[config.mk]
export PLATFORM = sky130hd
export DESIGN_NAME = bitmap_id_allocator_high_water_unit
export DESIGN_NICKNAME = d
export VERILOG_FILES = /design/src/rtl/bia_pkg.sv /design/src/rtl/bia_ram.sv /design/src/rtl/bia_store.sv /design/src/rtl/bitmap_id_allocator_high_water_unit.sv
export SDC_FILE = /design/constraint.sdc
export NUM_CORES = 2
export LEC_CHECK = 0
export ABC_AREA = 1
export ABC_CLOCK_PERIOD_IN_PS = 6500
export CORE_MARGIN = 5
export CORE_UTILIZATION = 30
export DETAILED_ROUTE_END_ITERATION = 7
export DONT_BUFFER_PORTS = 1
export PLACE_DENSITY = 0.41
export SLEW_MARGIN = 20
export SYNTH_ARGS = -nofsm -noshare
export SYNTH_HDL_FRONTEND = slang
export SYNTH_HIERARCHICAL = 1
export SYNTH_SLANG_ARGS = --single-unit
[constraint.sdc]
create_clock -name i_clk -period 6.5 [get_ports i_clk]
set_input_delay 1.95 -clock i_clk [delete_from_list [all_inputs] [get_ports i_clk]]
set_output_delay 1.95 -clock i_clk [all_outputs]
set_load 0.01 [all_outputs]
[src/rtl/bia_pkg.sv]
// shared types, constants and bit-search helpers for the bitmap identifier allocator
// no dependencies; imported by bia_store and the allocator unit
`default_nettype none

package bia_pkg;

    localparam int WORD_BITS  = 64;
    localparam int NUM_WORDS  = 16;

    localparam int OP_W       = 2;
    localparam int ID_W       = 10;
    localparam int ST_W       = 2;
    localparam int HW_W       = 11;

    localparam int ID_LIMIT   = 1 << ID_W;
    localparam int TOTAL_BITS = WORD_BITS * NUM_WORDS;
    localparam int ID_SPACE   = (TOTAL_BITS < ID_LIMIT) ? TOTAL_BITS : ID_LIMIT;

    localparam int WADDR_W    = (NUM_WORDS > 1) ? $clog2(NUM_WORDS) : 1;
    localparam int BIT_W      = $clog2(WORD_BITS);
    // wide enough for any bit position plus one
    localparam int POS_W      = $clog2(TOTAL_BITS) + 1;

    localparam int IN_DATA_W  = ((OP_W + ID_W + 7) / 8) * 8;
    localparam int OUT_DATA_W = ((ID_W + ST_W + HW_W + 7) / 8) * 8;

    typedef logic [WORD_BITS-1:0] t_word;
    typedef logic [WADDR_W-1:0]   t_waddr;
    typedef logic [BIT_W-1:0]     t_bit;
    typedef logic [POS_W-1:0]     t_pos;
    typedef logic [ID_W-1:0]      t_id;
    typedef logic [HW_W-1:0]      t_hw;

    typedef enum logic [OP_W-1:0] {
        OP_ALLOC   = 2'd0,
        OP_CLAIM   = 2'd1,
        OP_RELEASE = 2'd2,
        OP_NOP     = 2'd3
    } t_op;

    typedef enum logic [ST_W-1:0] {
        ST_OK        = 2'd0,
        ST_BUSY      = 2'd1,
        ST_FULL      = 2'd2,
        ST_NOT_ALLOC = 2'd3
    } t_status;

    typedef enum logic [2:0] {
        S_IDLE,
        S_CHECK,
        S_ALLOC,
        S_REL_SCAN,
        S_DONE
    } t_state;

    typedef struct packed {
        logic   en;
        t_waddr addr;
        t_word  data;
    } t_wr_req;

    // position of the lowest clear bit; only meaningful when one exists
    function automatic t_bit find_low_zero(input t_word w);
        t_bit pos;
        pos = '0;
        for (int i = WORD_BITS - 1; i >= 0; i--) begin
            if (!w[i]) begin
                pos = t_bit'(i);
            end
        end
        return pos;
    endfunction

    // position of the highest set bit; only meaningful when one exists
    function automatic t_bit find_high_one(input t_word w);
        t_bit pos;
        pos = '0;
        for (int i = 0; i < WORD_BITS; i++) begin
            if (w[i]) begin
                pos = t_bit'(i);
            end
        end
        return pos;
    endfunction

    // absolute identifier of a bit within a word
    function automatic t_pos bit_index(input t_waddr widx, input t_bit b);
        return t_pos'(widx) * t_pos'(WORD_BITS) + t_pos'(b);
    endfunction

endpackage

`default_nettype wire

[src/rtl/bia_ram.sv]
// generic single-write, single-read ram with registered read data
// no dependencies
`default_nettype none

module bia_ram #(
    parameter int WIDTH  = 64,
    parameter int DEPTH  = 16,
    parameter int ADDR_W = (DEPTH > 1) ? $clog2(DEPTH) : 1
) (
    input  wire logic              i_clk,
    input  wire logic              i_wr_en,
    input  wire logic [ADDR_W-1:0] i_wr_addr,
    input  wire logic [WIDTH-1:0]  i_wr_data,
    input  wire logic [ADDR_W-1:0] i_rd_addr,
    output logic      [WIDTH-1:0]  o_rd_data
);

    logic [WIDTH-1:0] r_mem [DEPTH];
    logic [WIDTH-1:0] r_rd_data;

    always_ff @(posedge i_clk) begin
        if (i_wr_en) begin
            r_mem[i_wr_addr] <= i_wr_data;
        end
        r_rd_data <= r_mem[i_rd_addr];
    end

    assign o_rd_data = r_rd_data;

endmodule

`default_nettype wire

[src/rtl/bia_store.sv]
// usage bitmap storage: word ram plus per-word valid bits so reset clears it at once
// depends on bia_pkg and bia_ram
`default_nettype none

module bia_store (
    input  wire logic             i_clk,
    input  wire logic             i_rst_n,
    input  wire bia_pkg::t_waddr  i_rd_addr,
    output bia_pkg::t_word        o_rd_word,
    input  wire bia_pkg::t_wr_req i_wr
);
    import bia_pkg::*;

    logic [NUM_WORDS-1:0] r_valid;
    logic                 r_rd_valid;
    t_word                ram_q;

    bia_ram #(
        .WIDTH (WORD_BITS),
        .DEPTH (NUM_WORDS)
    ) u_ram (
        .i_clk     (i_clk),
        .i_wr_en   (i_wr.en),
        .i_wr_addr (i_wr.addr),
        .i_wr_data (i_wr.data),
        .i_rd_addr (i_rd_addr),
        .o_rd_data (ram_q)
    );

    // a word never written since reset reads as all free
    always_ff @(posedge i_clk) begin
        if (!i_rst_n) begin
            r_valid <= '0;
        end else if (i_wr.en) begin
            r_valid[i_wr.addr] <= 1'b1;
        end
    end

    always_ff @(posedge i_clk) begin
        r_rd_valid <= r_valid[i_rd_addr];
    end

    assign o_rd_word = ram_q & {WORD_BITS{r_rd_valid}};

endmodule

`default_nettype wire

[src/rtl/bitmap_id_allocator_high_water_unit.sv]
// Identifier allocator over a 16 x 64-bit usage bitmap held in a one-port-read ram, with a
// high-water mark (one above the highest identifier in use). One transaction in gives one
// transaction out. The bitmap is read one word per cycle: claim and release check the
// identifier's own word and op 3 reads none, allocate scans upward from word 0 to the first
// word with a free bit, and release, when the top identifier is freed and its own word holds
// nothing lower, then scans the lower words downward to find the new high-water mark.
// The block works on one transaction at a time; a finished result waits in the output
// register while the next transaction is accepted. No clearing pass follows reset.
// depends on bia_pkg and bia_store
`default_nettype none

module bitmap_id_allocator_high_water_unit (
    input  wire logic                             i_clk,
    input  wire logic                             i_rst_n,
    input  wire logic                             s_axis_tvalid,
    output logic                                  s_axis_tready,
    // op [1:0], id [11:2], zero padding above
    input  wire logic [bia_pkg::IN_DATA_W-1:0]    s_axis_tdata,
    output logic                                  m_axis_tvalid,
    input  wire logic                             m_axis_tready,
    // id_out [9:0], status [11:10], high_water [22:12], zero padding above
    output logic      [bia_pkg::OUT_DATA_W-1:0]   m_axis_tdata
);
    import bia_pkg::*;

    t_state  r_state,   n_state;
    t_op     r_op,      n_op;
    t_id     r_id,      n_id;
    t_waddr  r_widx,    n_widx;
    t_bit    r_bit,     n_bit;
    t_hw     r_hwm,     n_hwm;
    t_id     r_res_id,  n_res_id;
    t_status r_res_st,  n_res_st;
    logic    r_out_valid, n_out_valid;
    logic [OUT_DATA_W-1:0] r_out_data, n_out_data;

    t_waddr  rd_addr;
    t_word   rd_word;
    t_wr_req wr;

    t_op     in_op;
    t_id     in_id;
    logic    in_id_ok;
    t_waddr  in_word;
    t_bit    in_bit;

    t_word   bit_mask;
    t_word   cleared;
    t_word   lower;
    t_bit    zero_pos;
    t_bit    one_pos;
    t_pos    found;
    t_pos    found_p1;

    bia_store u_store (
        .i_clk     (i_clk),
        .i_rst_n   (i_rst_n),
        .i_rd_addr (rd_addr),
        .o_rd_word (rd_word),
        .i_wr      (wr)
    );

    assign in_op    = t_op'(s_axis_tdata[OP_W-1:0]);
    assign in_id    = s_axis_tdata[OP_W+ID_W-1:OP_W];
    assign in_id_ok = {1'b0, in_id} < HW_W'(ID_SPACE);
    assign in_word  = WADDR_W'(in_id / ID_W'(WORD_BITS));
    assign in_bit   = BIT_W'(in_id % ID_W'(WORD_BITS));

    assign bit_mask = {{(WORD_BITS-1){1'b0}}, 1'b1} << r_bit;
    assign cleared  = rd_word & ~bit_mask;
    assign lower    = cleared & (bit_mask - {{(WORD_BITS-1){1'b0}}, 1'b1});
    assign zero_pos = find_low_zero(rd_word);

    // highest set bit of whichever word the current state searches
    always_comb begin
        if (r_state == S_REL_SCAN) begin
            one_pos = find_high_one(rd_word);
        end else begin
            one_pos = find_high_one(lower);
        end
    end

    always_comb begin
        if (r_state == S_ALLOC) begin
            found = bit_index(r_widx, zero_pos);
        end else begin
            found = bit_index(r_widx, one_pos);
        end
    end

    assign found_p1 = found + t_pos'(1);

    always_comb begin
        n_state     = r_state;
        n_op        = r_op;
        n_id        = r_id;
        n_widx      = r_widx;
        n_bit       = r_bit;
        n_hwm       = r_hwm;
        n_res_id    = r_res_id;
        n_res_st    = r_res_st;
        n_out_valid = r_out_valid & ~m_axis_tready;
        n_out_data  = r_out_data;
        rd_addr     = r_widx;
        wr.en       = 1'b0;
        wr.addr     = r_widx;
        wr.data     = rd_word | bit_mask;
        s_axis_tready = 1'b0;

        unique case (r_state)
            S_IDLE: begin
                s_axis_tready = 1'b1;
                if (s_axis_tvalid) begin
                    n_op     = in_op;
                    n_id     = in_id;
                    n_widx   = in_word;
                    n_bit    = in_bit;
                    n_res_id = in_id;
                    n_res_st = ST_OK;
                    rd_addr  = in_word;
                    unique case (in_op)
                        OP_ALLOC: begin
                            n_widx  = '0;
                            rd_addr = '0;
                            n_state = S_ALLOC;
                        end
                        OP_CLAIM: begin
                            if (in_id_ok) begin
                                n_state = S_CHECK;
                            end else begin
                                n_res_st = ST_BUSY;
                                n_state  = S_DONE;
                            end
                        end
                        OP_RELEASE: begin
                            if (in_id_ok) begin
                                n_state = S_CHECK;
                            end else begin
                                n_res_st = ST_NOT_ALLOC;
                                n_state  = S_DONE;
                            end
                        end
                        OP_NOP: begin
                            n_state = S_DONE;
                        end
                        default: begin
                            n_state = S_DONE;
                        end
                    endcase
                end
            end

            S_CHECK: begin
                n_state = S_DONE;
                if (r_op == OP_CLAIM) begin
                    if ((rd_word & bit_mask) != '0) begin
                        n_res_st = ST_BUSY;
                    end else begin
                        wr.en   = 1'b1;
                        wr.data = rd_word | bit_mask;
                        if ({1'b0, r_id} >= r_hwm) begin
                            n_hwm = t_hw'({1'b0, r_id}) + t_hw'(1);
                        end
                    end
                end else if ((rd_word & bit_mask) == '0) begin
                    n_res_st = ST_NOT_ALLOC;
                end else begin
                    wr.en   = 1'b1;
                    wr.data = cleared;
                    // freeing the top identifier: look below it, own word first
                    if (r_hwm == t_hw'({1'b0, r_id}) + t_hw'(1)) begin
                        if (lower != '0) begin
                            n_hwm = t_hw'(found_p1);
                        end else if (r_widx == '0) begin
                            n_hwm = '0;
                        end else begin
                            n_widx  = r_widx - t_waddr'(1);
                            rd_addr = r_widx - t_waddr'(1);
                            n_state = S_REL_SCAN;
                        end
                    end
                end
            end

            S_ALLOC: begin
                if (~rd_word != '0) begin
                    n_state = S_DONE;
                    if (found < t_pos'(ID_SPACE)) begin
                        wr.en    = 1'b1;
                        wr.data  = rd_word | ({{(WORD_BITS-1){1'b0}}, 1'b1} << zero_pos);
                        n_res_id = t_id'(found);
                        n_res_st = ST_OK;
                        if (t_hw'(found) >= r_hwm) begin
                            n_hwm = t_hw'(found_p1);
                        end
                    end else begin
                        n_res_id = '0;
                        n_res_st = ST_FULL;
                    end
                end else if (r_widx == t_waddr'(NUM_WORDS - 1)) begin
                    n_state  = S_DONE;
                    n_res_id = '0;
                    n_res_st = ST_FULL;
                end else begin
                    n_widx  = r_widx + t_waddr'(1);
                    rd_addr = r_widx + t_waddr'(1);
                end
            end

            S_REL_SCAN: begin
                if (rd_word != '0) begin
                    n_hwm   = t_hw'(found_p1);
                    n_state = S_DONE;
                end else if (r_widx == '0) begin
                    n_hwm   = '0;
                    n_state = S_DONE;
                end else begin
                    n_widx  = r_widx - t_waddr'(1);
                    rd_addr = r_widx - t_waddr'(1);
                end
            end

            S_DONE: begin
                if (!r_out_valid || m_axis_tready) begin
                    n_out_valid = 1'b1;
                    n_out_data  = OUT_DATA_W'({r_hwm, r_res_st, r_res_id});
                    n_state     = S_IDLE;
                end
            end

            default: begin
                n_state = S_IDLE;
            end
        endcase
    end

    always_ff @(posedge i_clk) begin
        if (!i_rst_n) begin
            r_state     <= S_IDLE;
            r_hwm       <= '0;
            r_out_valid <= 1'b0;
        end else begin
            r_state     <= n_state;
            r_hwm       <= n_hwm;
            r_out_valid <= n_out_valid;
        end
    end

    always_ff @(posedge i_clk) begin
        r_op       <= n_op;
        r_id       <= n_id;
        r_widx     <= n_widx;
        r_bit      <= n_bit;
        r_res_id   <= n_res_id;
        r_res_st   <= n_res_st;
        r_out_data <= n_out_data;
    end

    assign m_axis_tvalid = r_out_valid;
    assign m_axis_tdata  = r_out_data;

endmodule

`default_nettype wire
# --- After elaboration in Yosys (flattened, before gate mapping) ---
# Memories as Yosys holds them, arrays and structs flattened. A register that Yosys moved wholly into a read port is not among the register bits.
# Cells that the tools add are included.
word_totals:
  memories: 1
  out_inout_bits: 26
  ram_bits: 1024
  wordCells: 344
  rom_bits: 0
  latch_bits: 0
  in_bits: 20
  register_bits: 89
op_classes:
  order_cmp: 6
  n_reduce_logical: 21
  mux: 261
  div: 0
  n_addsub: 7
  bitwise: 11
  n_eq_ne: 23
  n_mul: 0
  n_shift: 2
mem_list:
  columns: ["name", "depth", "width", "read_ports", "rd_clocked_by_memory_dff", "wr", "line", "text"]
  rows:
  - ["u_store.u_ram.r_mem", 16, 64, 1, 1, 1, "bia_ram.sv:18", "logic [WIDTH-1:0] r_mem [DEPTH];"]
ops:
  columns: ["operator", "count"]
  rows:
  - ["6-bit 2-to-1 mux", 189]
  - ["64-bit AND", 4]
  - ["64-bit 2-to-1 mux", 4]
  - ["64-bit nonzero test", 4]
  - ["11-bit 2-to-1 mux", 12]
  - ["64-bit inverter", 2]
  - ["64-bit OR", 2]
  - ["64-bit one-hot mux with 2 select lines", 1]
  - ["1-bit by 6-bit << shifter with 64-bit output, first input constant", 2]
  - ["64-bit zero test", 1]
  - ["64-bit by 1-bit subtractor with 64-bit output, second input constant", 1]
  - ["10-bit 2-to-1 mux", 4]
  - ["4-bit 2-to-1 mux", 10]
  - ["3-bit 2-to-1 mux", 11]
  - ["11-bit one-hot mux with 3 select lines", 1]
  - ["10-bit by 6-bit adder with 11-bit output", 2]
  - ["10-bit one-hot mux with 2 select lines", 1]
  - ["3-bit inequality test, second input constant", 6]
  - ["16-bit OR", 1]
  - ["4-bit one-hot mux with 4 select lines", 1]
  - ["3-bit one-hot mux with 5 select lines", 1]
  - ["1-bit 2-to-1 mux", 14]
  - ["2-bit 2-to-1 mux", 7]
  - ["10-bit by 1-bit adder with 11-bit output, second input constant", 1]
  - ["39 further kinds", 49]

# --- Depth between registers and ports, before layout ---
depth:
  word_depth: 76
  mapped_depth: 88

# --- By module ---
# The synthesis kept the hierarchy.
by_module_without_submodules:
  columns: ["module", "seq_area_each_um2", "area_per_inst_um2", "cells_each", "n_inst"]
  rows:
  - ["bia_ram", 32030.7, 45235.9, 4212, 1]
  - ["bitmap_id_allocator_high_water_unit", 1791.7, 11428.5, 2137, 1]
  - ["bia_store", 340.3, 1323.8, 253, 1]

# --- Worst setup path before layout ---
# No wires, ideal clock.
synth_path:
  kind: "flip-flop to flip-flop"
  startpoint: "register, netlist name r_id[5]"
  endpoint: "memory u_store.u_ram.r_mem[10][0] (enable)"
  path_slack_ns: -0.175
  t_arrival_ns: 6.189
  path_buffers: 4
  setup_time_ns: 0.487
  path_stages_with_launch: 17
  synth_period_minus_slack_ns: 6.675
  path_cell_list: "edfxtp_1 inv_1 buf_2 buf_1 clkbuf_1 clkbuf_1 nor2_1 a221oi_1 o2111ai_1 nor4_1 nand4_1 nor4_1 ha_1 nand2_1 nand2_1 nand3_1 nor2_1"
synth_lines:
  columns: ["element", "line"]
  rows:
  - ["to (decl)", "bia_ram.sv:18"]

# --- Worst setup path after layout ---
layout_path:
  startpoint: "register r_id[0]"
  endpoint: "register r_hwm[7]"
layout_via:
  elab_chain_len: 5
  elab_cells_between_ends: 10
layout_rtl:
  columns: ["element", "line", "text"]
  rows:
  - ["from (decl)", "bitmap_id_allocator_high_water_unit.sv:28", "t_id r_id, n_id;"]
  - ["from (signal assigned)", "bitmap_id_allocator_high_water_unit.sv:251", "r_id <= n_id;"]
  - ["branches (longest 5 deep; another with 10-bit by 1-bit adder with 11-bit output)", null, null]
  - ["to (signal assigned)", "bitmap_id_allocator_high_water_unit.sv:244", "r_hwm <= n_hwm;"]
  - ["to (decl)", "bitmap_id_allocator_high_water_unit.sv:31", "t_hw r_hwm, n_hwm;"]
# Several ways; the timed one is not identified. The select of a mux whose other input is x is not followed.
# A chain may end at the register's enable or synchronous reset.

==> flow_summary.toml <==
[run_status]
outcome = "complete, but fails checks"
violations = "negative setup slack"

[critical_path]
critPathArrivalTime_ps = 7750
worstPathRequired_ps = 7220
slowest_delay_ps = 420
cp-start-kind = "flip-flop"
crit_buf_inv = 20
path_max_fanout = 6
crit_type = "flip-flop to flip-flop"
path_common_cell = "nand2_1"
end_kind = "flip-flop"
critPathSlowestCell = "edfxtp_1"
path_delay_family = "simple AND/OR/NAND/NOR gates"

[flow_run]
maxCapViolations = 0

[cts]
cts_root_buffer = "clkbuf_16"
numCtsBuffers = 142
clkLatencyLatePin_ps = 820
cts.sinks = 1171
htree_levels = 4
cts_max_path_buffers = 3
cts_tree = "done"
clk_transition_reported_paths_ps = 50

[synthesis]
synthDistinctLibCells = 56
synth_area_leaders = "edfxtp_1 55%, nand2_1 13%, nand3_1 8.0%"
netlist_instances = 6602
synth.most_common_cell = "nand2_1"
yosysTopAreaCell = "edfxtp_1"
synth-edff-count = 1071
yosys.area.top_type_share = 0.555
ys_top_cells_by_count = "1977 x nand2_1, 1142 x inv_1, 1071 x edfxtp_1"
ys_seq_elements = 1171
dominantRegCellSynth = "edfxtp_1"
async_reset_ff_frac = 0
ys_seq_area_frac = 0.589
syn_area_um2 = 58000
synth_area_per_cell_um2 = 8.78
yosys_warnings = 6
syn_nets = 6659

[sta]
finalSetupViolations = 11
hold_viol_final = 0
fin_tns_setup_ps = -5330
setup_slack_ps = -531
tightest_slew_ps = 1070
min_period_over_period = 1.08
fmax_mhz = 142
rsz0062_at_grt = "true"
slew_viol_final = 0
slew_headroom = 0.284
layout_min_cycle_time_ps = 7030
fin_worst_skew_ps = 50.9
timing.hold.ws_ps = 417

[floorplan]
core-area_um2 = 192000
die_height_um = 450
std_cell_rows = 161
num_io_pins = 46
initial_core_util = 0.301
die_w_um = 450
die_area_um2 = 202000

[final_layout]
multi_input_area_um2 = 18600
drive_above_1_share = 0.179
regArea_um2 = 34200
fillCellCount = 19300
syn2layout_area_growth_pct = 28.2
finalNetCount = 7397

[place]
hpwl_mm = 167
gp_congestion = 1.02
io_buffers = 0

[global_route]
grt_antenna_before_repair = 5
grt_overflow_total = 0
grt_max_degree = 72
grt_first_pass_wirelength_mm = 337
grtUsageTotal = 0.228
grt_pass1_vias = 45900

[min_path]
min_path_type = "flip-flop to flip-flop"

[power_and_ir_drop]
ir_worst_vdd_mv = 0.222
cellLeakagePower_nw = 33.0
power.density_nw_per_um2 = 390

[detailed_routing]
wirelength_mm = 237
initialDrtViolationCount = 4197
routed_via_density = 4.83
vias = 48200
post-route-drc-count = 0
firstDrtPassIters = 6
routedWlPerCell_um = 23.7
ant_nets = 0
==> final cells by class <==
cell class / instances / area share
tap: 2526 / 0.0425
sequential: 1171 / 0.459
inverter: 1187 / 0.0604
multi-input combinational: 3943 / 0.250
antenna: 5 / 0.000168
timing repair buffer: 895 / 0.127
clock inverter: 64 / 0.00762
clock buffer: 194 / 0.0528
==> cell usage in the layout, fill, tap and decap left out, types with 30 or more instances in the layout <==
cell type,n
ha_1,31
nand3_1,922
buf_12,204
buf_4,664
clkbuf_16,151
a21oi_1,88
clkinv_1,30
clkbuf_1,38
nand2_1,1937
o21ai_1,36
edfxtp_1,1071
a31oi_1,40
nor2_4,31
inv_1,1124
nor3_1,44
inv_2,54
o21ai_0,178
nor2_1,332
dfxtp_1,99
==> through the flow <==
step                instance area (um^2)  std cells   util  worst slack (ps)  total power [mW]
finish                             74400       9985  0.387              -531              29.0
global route                       74300       9981  0.386             -1320              30.5
CTS                                73400       9958  0.382              -628              28.8
detailed placement                 68600       9678  0.357              -820              20.7
global placement                   68600       9678  0.357             -1100              20.8
floorplan                          58000       6602      -              -175              14.9
==> sequential cells by signal, summed over array words and instances, names as in the netlist <==
register                 flops
u_store/u_ram/r_mem       1024
m_axis_tdata                23
r_res_st                     2
r_state                      3
u_store/u_ram/o_rd_data     64
r_widx                       4
r_id                        10
u_store/r_rd_valid           1
u_store/r_valid             16
m_axis_tvalid                1
r_hwm                       11
r_res_id                    10
r_op                         2
==> what timing repair did <==
item	4_1_cts	5_1_grt
endpoints found under the setup margin	294	1068
gates resized for setup	59	189
buffers inserted	25	15
pin swaps	14	26
cloned	1	9
hold buffers	0	0
==> power breakdown <==
group,switching [mW],leakage (nW),internal (mW)
Clock,3.23,2.19,4.47
Sequential,0.246,10.7,9.28
Combinational,7.44,20.2,4.31
Total,10.9,33.0,18.1
==> path summary, 6_finish.rpt <==
check,startpoint,endpoint,slack [ps],depth (start not counted)
hold reg to reg,r_res_id[7]$_DFFE_PP_,m_axis_tdata[7]$_DFFE_PP_,420,0
setup / recovery,r_id[0]$_DFFE_PP_,r_hwm[7]$_SDFFE_PN0P_,-530,81
hold / removal,r_res_id[7]$_DFFE_PP_,m_axis_tdata[7]$_DFFE_PP_,420,0
setup reg to reg,r_id[0]$_DFFE_PP_,r_hwm[7]$_SDFFE_PN0P_,-530,81
==> metal layers <==
layer,vias up,global-route usage,part of all wire
li1,22900,-,-
met1,23500,0.328,0.47
met2,1439,0.354,0.45
met3,302,0.0309,0.054
met4,0,0.0738,0.033
met5,-,0,0
==> cells by family after synthesis <==
kind of cell / Yosys count / share of synthesized area
and+or+nand+nor: 3409 / 0.247
buffers and inverters: 1489 / 0.106
DFF: 1171 / 0.589
AOI/OAI and AO/OA: 485 / 0.0482
adders and majority gates: 37 / 0.00798
xor gates and xnor gates: 10 / 0.00151
other: 1 / 0.0000647
Power figures use the tool's default switching activity.
